==> src/rtl/bdq_pkg.sv <==
`timescale 1ns / 1ps
// ----------------------------------------------------------------------------
// bdq_pkg
// Shared sizes, codes and inter-module structs of the bounded deque buffer.
// ----------------------------------------------------------------------------
package bdq_pkg;

   localparam int DEPTH  = 32;
   localparam int PTR_W  = (DEPTH > 1) ? $clog2(DEPTH) : 1;
   localparam int CNT_W  = $clog2(DEPTH + 1);
   localparam int SUM_W  = PTR_W + 1;
   localparam int DATA_W = 32;
   localparam int ACT_W  = 3;
   localparam int STAT_W = 2;

   localparam logic [DATA_W-1:0] VALUE_NONE = '1;

   typedef enum logic [ACT_W-1:0] {
      ACT_EMPTY_QUERY = 3'd0,
      ACT_PEEK_FRONT  = 3'd1,
      ACT_POP_FRONT   = 3'd2,
      ACT_PUSH_FRONT  = 3'd3,
      ACT_DUMP_ALL    = 3'd4,
      ACT_PUSH_BACK   = 3'd5
   } action_type;

   typedef enum logic [STAT_W-1:0] {
      STAT_OK    = 2'd0,
      STAT_EMPTY = 2'd1,
      STAT_FULL  = 2'd2
   } status_type;

   typedef enum logic [1:0] {
      ST_IDLE,
      ST_READ,
      ST_DUMP
   } state_type;

   // command to the entry memory: one access per cycle
   typedef struct packed {
      logic              wr_en;
      logic              rd_en;
      logic [PTR_W-1:0]  addr;
      logic [DATA_W-1:0] wdata;
   } mem_cmd_type;

   // result handed to the output register
   typedef struct packed {
      logic              valid;
      logic [DATA_W-1:0] value;
      status_type        status;
      logic              last;
   } rsp_load_type;

endpackage

==> src/rtl/bdq_mem.sv <==
`timescale 1ns / 1ps
// ----------------------------------------------------------------------------
// bdq_mem
// Ring of deque entries: single-port synchronous memory, registered read.
// ----------------------------------------------------------------------------
module bdq_mem (
   input  logic                       clock,
   input  bdq_pkg::mem_cmd_type       mem_cmd,
   output logic [bdq_pkg::DATA_W-1:0] rd_data
);

   logic [bdq_pkg::DATA_W-1:0] entry_mem [bdq_pkg::DEPTH];
   logic [bdq_pkg::DATA_W-1:0] rd_data_ff;

   always_ff @(posedge clock) begin
      if (mem_cmd.wr_en) begin
         entry_mem[mem_cmd.addr] <= mem_cmd.wdata;
      end
   end

   // hold the last read word until the next read
   always_ff @(posedge clock) begin
      if (mem_cmd.rd_en) begin
         rd_data_ff <= entry_mem[mem_cmd.addr];
      end
   end

   assign rd_data = rd_data_ff;

endmodule

==> src/rtl/bdq_ctrl.sv <==
`timescale 1ns / 1ps
// ----------------------------------------------------------------------------
// bdq_ctrl
// Action decoder and sequencer: ring pointers, memory commands, dump walk.
// ----------------------------------------------------------------------------
module bdq_ctrl (
   input  logic                       clock,
   input  logic                       reset,
   input  logic                       req_valid,
   output logic                       req_ready,
   input  logic [bdq_pkg::ACT_W-1:0]  req_action,
   input  logic [bdq_pkg::DATA_W-1:0] req_value,
   input  logic                       out_free,
   output bdq_pkg::mem_cmd_type       mem_cmd,
   input  logic [bdq_pkg::DATA_W-1:0] rd_data,
   output bdq_pkg::rsp_load_type      rsp_load
);

   localparam int PTR_W = bdq_pkg::PTR_W;
   localparam int CNT_W = bdq_pkg::CNT_W;
   localparam int SUM_W = bdq_pkg::SUM_W;

   bdq_pkg::state_type state_ff, state_in;
   logic [PTR_W-1:0]   fp_ff, fp_in;
   logic [CNT_W-1:0]   count_ff, count_in;
   logic [CNT_W-1:0]   remain_ff, remain_in;
   logic [PTR_W-1:0]   idx_ff, idx_in;
   logic               pop_ff, pop_in;

   logic               accept;
   logic               is_empty;
   logic               is_full;
   logic [PTR_W-1:0]   fp_next;
   logic [PTR_W-1:0]   fp_prev;
   logic [PTR_W-1:0]   idx_next;
   logic [SUM_W-1:0]   back_sum;
   logic [PTR_W-1:0]   back_idx;
   logic               dump_last;

   assign is_empty  = (count_ff == '0);
   assign is_full   = (count_ff == CNT_W'(bdq_pkg::DEPTH));
   assign fp_next   = (fp_ff == PTR_W'(bdq_pkg::DEPTH - 1)) ? '0 : fp_ff + 1'b1;
   assign fp_prev   = (fp_ff == '0) ? PTR_W'(bdq_pkg::DEPTH - 1) : fp_ff - 1'b1;
   assign idx_next  = (idx_ff == PTR_W'(bdq_pkg::DEPTH - 1)) ? '0 : idx_ff + 1'b1;
   assign back_sum  = SUM_W'(fp_ff) + SUM_W'(count_ff);
   assign back_idx  = (back_sum >= SUM_W'(bdq_pkg::DEPTH))
                      ? PTR_W'(back_sum - SUM_W'(bdq_pkg::DEPTH))
                      : PTR_W'(back_sum);
   assign dump_last = (remain_ff == CNT_W'(1));

   assign req_ready = (state_ff == bdq_pkg::ST_IDLE) && out_free;
   assign accept    = req_valid && req_ready;

   // next state
   always_comb begin
      state_in = state_ff;
      case (state_ff)
         bdq_pkg::ST_IDLE: begin
            if (accept && !is_empty) begin
               case (req_action)
                  bdq_pkg::ACT_PEEK_FRONT,
                  bdq_pkg::ACT_POP_FRONT: state_in = bdq_pkg::ST_READ;
                  bdq_pkg::ACT_DUMP_ALL:  state_in = bdq_pkg::ST_DUMP;
                  default:                state_in = bdq_pkg::ST_IDLE;
               endcase
            end
         end
         bdq_pkg::ST_READ: begin
            if (out_free) begin
               state_in = bdq_pkg::ST_IDLE;
            end
         end
         bdq_pkg::ST_DUMP: begin
            if (out_free && dump_last) begin
               state_in = bdq_pkg::ST_IDLE;
            end
         end
         default: state_in = bdq_pkg::ST_IDLE;
      endcase
   end

   // outputs and datapath updates
   always_comb begin
      mem_cmd         = '0;
      rsp_load        = '0;
      rsp_load.status = bdq_pkg::STAT_OK;
      rsp_load.last   = 1'b1;
      fp_in           = fp_ff;
      count_in        = count_ff;
      remain_in       = remain_ff;
      idx_in          = idx_ff;
      pop_in          = pop_ff;
      case (state_ff)
         bdq_pkg::ST_IDLE: begin
            if (accept) begin
               case (req_action)
                  bdq_pkg::ACT_EMPTY_QUERY: begin
                     rsp_load.valid = 1'b1;
                     rsp_load.value = bdq_pkg::DATA_W'(is_empty);
                  end
                  bdq_pkg::ACT_PEEK_FRONT,
                  bdq_pkg::ACT_POP_FRONT,
                  bdq_pkg::ACT_DUMP_ALL: begin
                     if (is_empty) begin
                        rsp_load.valid  = 1'b1;
                        rsp_load.value  = bdq_pkg::VALUE_NONE;
                        rsp_load.status = bdq_pkg::STAT_EMPTY;
                     end else begin
                        mem_cmd.rd_en = 1'b1;
                        mem_cmd.addr  = fp_ff;
                        pop_in        = (req_action == bdq_pkg::ACT_POP_FRONT);
                        remain_in     = count_ff;
                        idx_in        = fp_next;
                     end
                  end
                  bdq_pkg::ACT_PUSH_FRONT,
                  bdq_pkg::ACT_PUSH_BACK: begin
                     if (is_full) begin
                        rsp_load.valid  = 1'b1;
                        rsp_load.status = bdq_pkg::STAT_FULL;
                     end else begin
                        mem_cmd.wr_en = 1'b1;
                        mem_cmd.wdata = req_value;
                        count_in      = count_ff + 1'b1;
                        if (req_action == bdq_pkg::ACT_PUSH_FRONT) begin
                           mem_cmd.addr = fp_prev;
                           fp_in        = fp_prev;
                        end else begin
                           mem_cmd.addr = back_idx;
                        end
                     end
                  end
                  default: begin
                  end
               endcase
            end
         end
         bdq_pkg::ST_READ: begin
            if (out_free) begin
               rsp_load.valid = 1'b1;
               rsp_load.value = rd_data;
               if (pop_ff) begin
                  fp_in    = fp_next;
                  count_in = count_ff - 1'b1;
               end
            end
         end
         bdq_pkg::ST_DUMP: begin
            if (out_free) begin
               rsp_load.valid = 1'b1;
               rsp_load.value = rd_data;
               rsp_load.last  = dump_last;
               if (!dump_last) begin
                  mem_cmd.rd_en = 1'b1;
                  mem_cmd.addr  = idx_ff;
                  idx_in        = idx_next;
                  remain_in     = remain_ff - 1'b1;
               end
            end
         end
         default: begin
         end
      endcase
   end

   always_ff @(posedge clock) begin
      if (reset) begin
         state_ff <= bdq_pkg::ST_IDLE;
         fp_ff    <= '0;
         count_ff <= '0;
      end else begin
         state_ff <= state_in;
         fp_ff    <= fp_in;
         count_ff <= count_in;
      end
   end

   always_ff @(posedge clock) begin
      remain_ff <= remain_in;
      idx_ff    <= idx_in;
      pop_ff    <= pop_in;
   end

   a_count_bound: assert property (@(posedge clock) disable iff (reset)
      count_ff <= CNT_W'(bdq_pkg::DEPTH))
      else $error("entry count beyond depth");

   a_dump_remain: assert property (@(posedge clock) disable iff (reset)
      state_ff == bdq_pkg::ST_DUMP |-> remain_ff != '0)
      else $error("dump walk with nothing left");

   a_one_access: assert property (@(posedge clock) disable iff (reset)
      !(mem_cmd.wr_en && mem_cmd.rd_en))
      else $error("read and write in one cycle");

   a_load_free: assert property (@(posedge clock) disable iff (reset)
      rsp_load.valid |-> out_free)
      else $error("result loaded into an occupied output register");

   a_read_follows: assert property (@(posedge clock) disable iff (reset)
      (state_ff == bdq_pkg::ST_READ) && !$past(reset) |-> $past(mem_cmd.rd_en))
      else $error("read state without a preceding memory read");

endmodule

==> src/rtl/bounded_deque_buffer_unit.sv <==
`timescale 1ns / 1ps
// ----------------------------------------------------------------------------
// bounded_deque_buffer_unit
// Bounded double-ended queue of 32-bit signed values held in a memory ring.
// ----------------------------------------------------------------------------
// Usage:
//   req_ channel: one transfer per action; tuser carries the action code,
//   tdata the value for the push actions. rsp_ channel: one transfer per
//   result; tdata carries the value, tuser the status, tlast marks the final
//   result of an action. A successful push and the unused codes six and seven
//   give no result.
// Sequencing:
//   Empty query, pushes and the empty/full answers need no memory read; a new
//   action may follow in the next cycle while the receiver keeps up, and the
//   result shows in the cycle after acceptance. Peek and pop go through one
//   memory read, then the result. A dump of n entries does one memory read
//   per entry, streaming one result per cycle while the receiver keeps up.
//   All reads and writes share the single memory port.
// Reset:
//   Synchronous, active high; the deque becomes empty with the front at
//   entry zero. Memory contents are not cleared, there is no clearing pass.
// Stalls:
//   The result waits in the output register; the next action is taken only
//   once that register is free or being drained, so no result is lost.
// ----------------------------------------------------------------------------
module bounded_deque_buffer_unit (
   input  logic        clock,
   input  logic        reset,
   input  logic        req_tvalid,
   output logic        req_tready,
   input  logic [31:0] req_tdata,  // [31:0] push_value
   input  logic [2:0]  req_tuser,  // [2:0] action
   output logic        rsp_tvalid,
   input  logic        rsp_tready,
   output logic [31:0] rsp_tdata,  // [31:0] result_value
   output logic [1:0]  rsp_tuser,  // [1:0] status
   output logic        rsp_tlast
);

   bdq_pkg::mem_cmd_type       mem_cmd;
   bdq_pkg::rsp_load_type      rsp_load;
   logic [bdq_pkg::DATA_W-1:0] rd_data;
   logic                       out_free;

   // output register
   logic                       rsp_valid_ff;
   logic [bdq_pkg::DATA_W-1:0] rsp_value_ff;
   bdq_pkg::status_type        rsp_status_ff;
   logic                       rsp_last_ff;

   // free when empty or being drained in this cycle
   assign out_free = !rsp_valid_ff || rsp_tready;

   bdq_ctrl u_ctrl (
      .clock      (clock),
      .reset      (reset),
      .req_valid  (req_tvalid),
      .req_ready  (req_tready),
      .req_action (req_tuser),
      .req_value  (req_tdata),
      .out_free   (out_free),
      .mem_cmd    (mem_cmd),
      .rd_data    (rd_data),
      .rsp_load   (rsp_load)
   );

   bdq_mem u_mem (
      .clock   (clock),
      .mem_cmd (mem_cmd),
      .rd_data (rd_data)
   );

   // hold the result until the receiver takes it
   always_ff @(posedge clock) begin
      if (reset) begin
         rsp_valid_ff <= 1'b0;
      end else if (rsp_load.valid) begin
         rsp_valid_ff <= 1'b1;
      end else if (rsp_tready) begin
         rsp_valid_ff <= 1'b0;
      end
   end

   always_ff @(posedge clock) begin
      if (rsp_load.valid) begin
         rsp_value_ff  <= rsp_load.value;
         rsp_status_ff <= rsp_load.status;
         rsp_last_ff   <= rsp_load.last;
      end
   end

   assign rsp_tvalid = rsp_valid_ff;
   assign rsp_tdata  = rsp_value_ff;
   assign rsp_tuser  = rsp_status_ff;
   assign rsp_tlast  = rsp_last_ff;

endmodule

==> config.mk <==
export PLATFORM = sky130hd
export DESIGN_NAME = bounded_deque_buffer_unit
export DESIGN_NICKNAME = d
export VERILOG_FILES = /design/src/rtl/bdq_pkg.sv /design/src/rtl/bdq_mem.sv /design/src/rtl/bdq_ctrl.sv /design/src/rtl/bounded_deque_buffer_unit.sv
export SDC_FILE = /design/constraint.sdc
export NUM_CORES = 1
export LEC_CHECK = 0
export ABC_AREA = 0
export BUFFER_PORTS_ARGS = -buffer_cell sky130_fd_sc_hd__buf_2
export CAP_MARGIN = 40
export CELL_PAD_IN_SITES_DETAIL_PLACEMENT = 1
export CELL_PAD_IN_SITES_GLOBAL_PLACEMENT = 1
export CORE_UTILIZATION = 35
export CTS_BUF_LIST = sky130_fd_sc_hd__clkbuf_4 sky130_fd_sc_hd__clkbuf_8 sky130_fd_sc_hd__clkbuf_16
export DETAILED_ROUTE_END_ITERATION = 12
export PLACE_DENSITY = 0.53
export SLEW_MARGIN = 20
export SYNTH_ARGS = -nofsm -noshare
export SYNTH_HDL_FRONTEND = slang
export SYNTH_SLANG_ARGS = --single-unit
==> constraint.sdc <==
create_clock -name clock -period 5.3 [get_ports clock]
set_input_delay 0.795 -clock clock [delete_from_list [all_inputs] [get_ports clock]]
set_output_delay 0.795 -clock clock [all_outputs]
set_load 0.02 [all_outputs]
==> out/summary.json <==
{
  "leakagePower": {"value": 17.7, "unit": "nW"},
  "average_wire_length_per_cell_after_detail_routing": {"value": 30.5, "unit": "um"},
  "period_needed": {"value": 4.16, "unit": "ns"},
  "reg2regPathDepth": {"value": 12},
  "area_growth_syn_to_layout": {"value": 16.9, "unit": "%"},
  "finalHoldViolations": {"value": 0},
  "most-common-layout-cells": {"value": "sky130_fd_sc_hd__edfxtp_1, sky130_fd_sc_hd__nand2_1, sky130_fd_sc_hd__nand3_1"},
  "setup_total_negative_slack": {"value": 0, "unit": "ns"},
  "clock_path_buffers": {"value": 3},
  "post_synth.cell_area_avg": {"value": 14.8, "unit": "sq um"},
  "synth-edff-count": {"value": 1103},
  "holdPathStages": {"value": 2},
  "first_global_vias": {"value": 28600},
  "cts_buffers": {"value": 117},
  "worstSetupStartpointType": {"value": "register"},
  "antenna-diode-count": {"value": 0},
  "postRouteWirelength": {"value": 150000, "unit": "um"},
  "portBuffers": {"value": 75},
  "cts_setup_buffers": {"value": 0},
  "die_span_in_x": {"value": 359, "unit": "um"},
  "synthDominantAreaCellType": {"value": "sky130_fd_sc_hd__edfxtp_1"},
  "whs": {"value": 0.449, "unit": "ns"},
  "via_cell_ratio": {"value": 5.67},
  "cp_cell_sequence": {"value": "ha_1, inv_1, fa_1, nor2b_1, o21ai_0, nand3_1, nor3b_1, o21ai_2, nor2_1, nand2_1, nor2_4, buf_4"},
  "synth_fp_nets": {"value": 3083},
  "critical-path-slowest-cell": {"value": "sky130_fd_sc_hd__buf_4"},
  "place_area": {"value": 48300, "unit": "sq um"},
  "global_route.overflow_total": {"value": 0},
  "fmaxAchievable": {"value": 241, "unit": "MHz"},
  "area.sequential": {"value": 33400, "unit": "sq um"},
  "drive_gt1_frac": {"value": 0.164},
  "run_status": {"value": "finished clean"},
  "seq_area_frac_synth": {"value": 0.748},
  "crit-reg2reg-launch": {"value": "u_ctrl.fp_ff[0]"},
  "report.final.slew_viol_count": {"value": 0},
  "endpoint_kind": {"value": "register"},
  "min-delay-path-class": {"value": "primary input to register"},
  "synthDominantCellAreaShare": {"value": 0.742},
  "cp_slowest_stage_delay": {"value": 0.63, "unit": "ns"},
  "cts-resized-gates": {"value": 0},
  "syn-cell-area": {"value": 44600, "unit": "sq um"},
  "placed_cells": {"value": 4697},
  "yosysUniqueCellTypes": {"value": 64},
  "netlist_top_cells_area": {"value": "sky130_fd_sc_hd__edfxtp_1, sky130_fd_sc_hd__nand2_1, sky130_fd_sc_hd__and3_1"},
  "globalplace.congestion": {"value": 0.805},
  "ioPinCount": {"value": 76},
  "initial_utilization": {"value": 0.354},
  "async_flop_share": {"value": 0},
  "drt_pass1_iterations": {"value": 5},
  "clkLatencyLatePin": {"value": 0.74, "unit": "ns"},
  "postSynthCellCount": {"value": 3023},
  "path_buf_inv": {"value": 2},
  "startpoint": {"value": "u_ctrl.fp_ff[0]"},
  "p_total": {"value": 20.0, "unit": "mW"},
  "row_count": {"value": 130},
  "ir_worst_vdd": {"value": 0.226, "unit": "mV"},
  "first_iter_violations": {"value": 2537},
  "finalSetupViolCount": {"value": 0},
  "clkTransAtPathRegs": {"value": 0.07, "unit": "ns"},
  "coreArea": {"value": 126000, "unit": "sq um"},
  "hold_path_startpoint": {"value": "reset"},
  "grt_first_pass_wirelength": {"value": 214000, "unit": "um"},
  "ys_warn_count": {"value": 0},
  "grt_max_degree": {"value": 123},
  "die_ht": {"value": 359, "unit": "um"},
  "worst-endpoint-required": {"value": 5.66, "unit": "ns"},
  "cts_sinks": {"value": 1117},
  "num_vias": {"value": 27900},
  "power.density_cell_area": {"value": 383, "unit": "nW/um^2"},
  "rrSetupSlack": {"value": 1.14, "unit": "ns"},
  "holdBufCountCts": {"value": 0},
  "timing.max_cap.violations": {"value": 0},
  "clock_root_buffer": {"value": "sky130_fd_sc_hd__clkbuf_16"},
  "antenna_found_initial": {"value": 9},
  "multi_input_comb_area": {"value": 10600, "unit": "sq um"},
  "worst-slew-pin-transition": {"value": 0.870, "unit": "ns"},
  "synth_seq_cells": {"value": 1117},
  "worst_slew_margin_rel": {"value": 0.420},
  "fin_cells": {"value": 4917},
  "synth-main-ff-cell": {"value": "sky130_fd_sc_hd__edfxtp_1"},
  "grt_setup_unrepaired": {"value": "false"},
  "n_fill_cell": {"value": 12500},
  "cp.depth": {"value": 12},
  "route.antenna.remaining_nets": {"value": 0},
  "htree_num_levels": {"value": 3},
  "finish.net_count": {"value": 3230},
  "cts_tree": {"value": "done"},
  "overall_track_demand_over_capacity_in_global_routing": {"value": 0.231},
  "layout_commonest_cell": {"value": "sky130_fd_sc_hd__edfxtp_1"},
  "finalCritPeriodShare": {"value": 0.784},
  "critical-path-top-delay-family": {"value": "simple AND/OR/NAND/NOR gates"},
  "worstSetupPathType": {"value": "register to register"},
  "arrival": {"value": 4.51, "unit": "ns"},
  "skew": {"value": 0.0381, "unit": "ns"},
  "dieArea": {"value": 129000, "unit": "sq um"},
  "post_layout_instance_area": {"value": 52200, "unit": "sq um"},
  "detailedPlacementHpwl": {"value": 84400, "unit": "um"},
  "drc": {"value": 0},
  "crit_path_max_fanout": {"value": 24}
}
[cell families after synthesis]
logic type	count (synthesis)	share of synthesized area
flip-flops	1117	0.748
XOR/XNOR	22	0.00432
AND/OR/NAND/NOR	1049	0.107
adder cells (fa/ha/maj)	21	0.00622
AO/OA/AOI/OAI	458	0.0734
multiplexers	117	0.0378
buffers and inverters	239	0.0234
[registers in the layout (all words and copies together), names as in the netlist, 2 cells and up]
signal,count
u_ctrl.remain_ff,6
u_ctrl.idx_ff,5
u_mem.rd_data,32
u_mem.entry_mem,1024
u_ctrl.fp_ff,5
rsp_tuser,2
u_ctrl.count_ff,6
u_ctrl.state_ff,2
rsp_tdata,32
[synth_stat cells (all sizes together), types with 4 or more instances]
| master | number |
|---|---|
| mux4 | 41 |
| dfxtp | 14 |
| nor3 | 9 |
| a21o | 4 |
| nor4 | 6 |
| buf | 78 |
| ha | 19 |
| a211oi | 128 |
| nand2b | 8 |
| xnor2 | 15 |
| a22oi | 54 |
| nand4 | 29 |
| and3 | 162 |
| mux2i | 75 |
| o21ai | 9 |
| xor2 | 7 |
| nand2 | 571 |
| nor2b | 5 |
| nand3 | 169 |
| or2 | 4 |
| a31oi | 119 |
| inv | 21 |
| edfxtp | 1103 |
| and2 | 5 |
| a21oi | 50 |
| clkbuf | 140 |
| a32oi | 68 |
| nor2 | 69 |
[path summary, 6_finish.rpt]
check	end
min reg2reg	u_ctrl.state_ff[0]
max reg2reg	u_mem.entry_mem[9][17]
min	rsp_tvalid
max	u_mem.entry_mem[9][17]
[worst register-to-register path, stage by stage, from the launching register on]
cell	delay, ns
sky130_fd_sc_hd__dfxtp_1	0.51
sky130_fd_sc_hd__ha_1	0.24
sky130_fd_sc_hd__inv_1	0.06
sky130_fd_sc_hd__fa_1	0.41
sky130_fd_sc_hd__nor2b_1	0.17
sky130_fd_sc_hd__o21ai_0	0.12
sky130_fd_sc_hd__nand3_1	0.10
sky130_fd_sc_hd__nor3b_1	0.36
sky130_fd_sc_hd__o21ai_2	0.31
sky130_fd_sc_hd__nor2_1	0.22
sky130_fd_sc_hd__nand2_1	0.27
sky130_fd_sc_hd__nor2_4	0.38
sky130_fd_sc_hd__buf_4	0.64
[per-layer routing]
| layer | part of all wire | vias up | track usage |
|---|---|---|---|
| met5 | 0 | - | 0 |
| li1 | - | 12000 | - |
| met3 | 0.056 | 176 | 0.0301 |
| met4 | 0.021 | 0 | 0.0608 |
| met1 | 0.44 | 14900 | 0.320 |
| met2 | 0.48 | 866 | 0.382 |
[stage by stage]
step	util	setup slack (ns)
after global routing	0.414	0.893
after CTS	0.414	1.17
after global placement	0.379	1.04
after detailed placement	0.383	0.977
final	0.414	1.14
after floorplan	-	0.635
[area by class of cell]
cell class,instances,share of cell area
Clock buffer,145,0.0611
Clock inverter,71,0.0122
Inverter,21,0.00151
Multi-Input combinational cell,1667,0.202
Sequential cell,1117,0.640
Tap cell,1650,0.0396
Timing Repair Buffer,246,0.0431
[where the power goes]
| group | total (mW) | switching [mW] | internal (mW) |
|---|---|---|---|
| clock network | 8.23 | 3.45 | 4.78 |
| registers | 9.94 | 0.0927 | 9.85 |
| logic | 1.83 | 1.24 | 0.595 |
| total | 20.0 | 4.78 | 15.2 |
No activity file was read; power rests on OpenSTA's default activity.
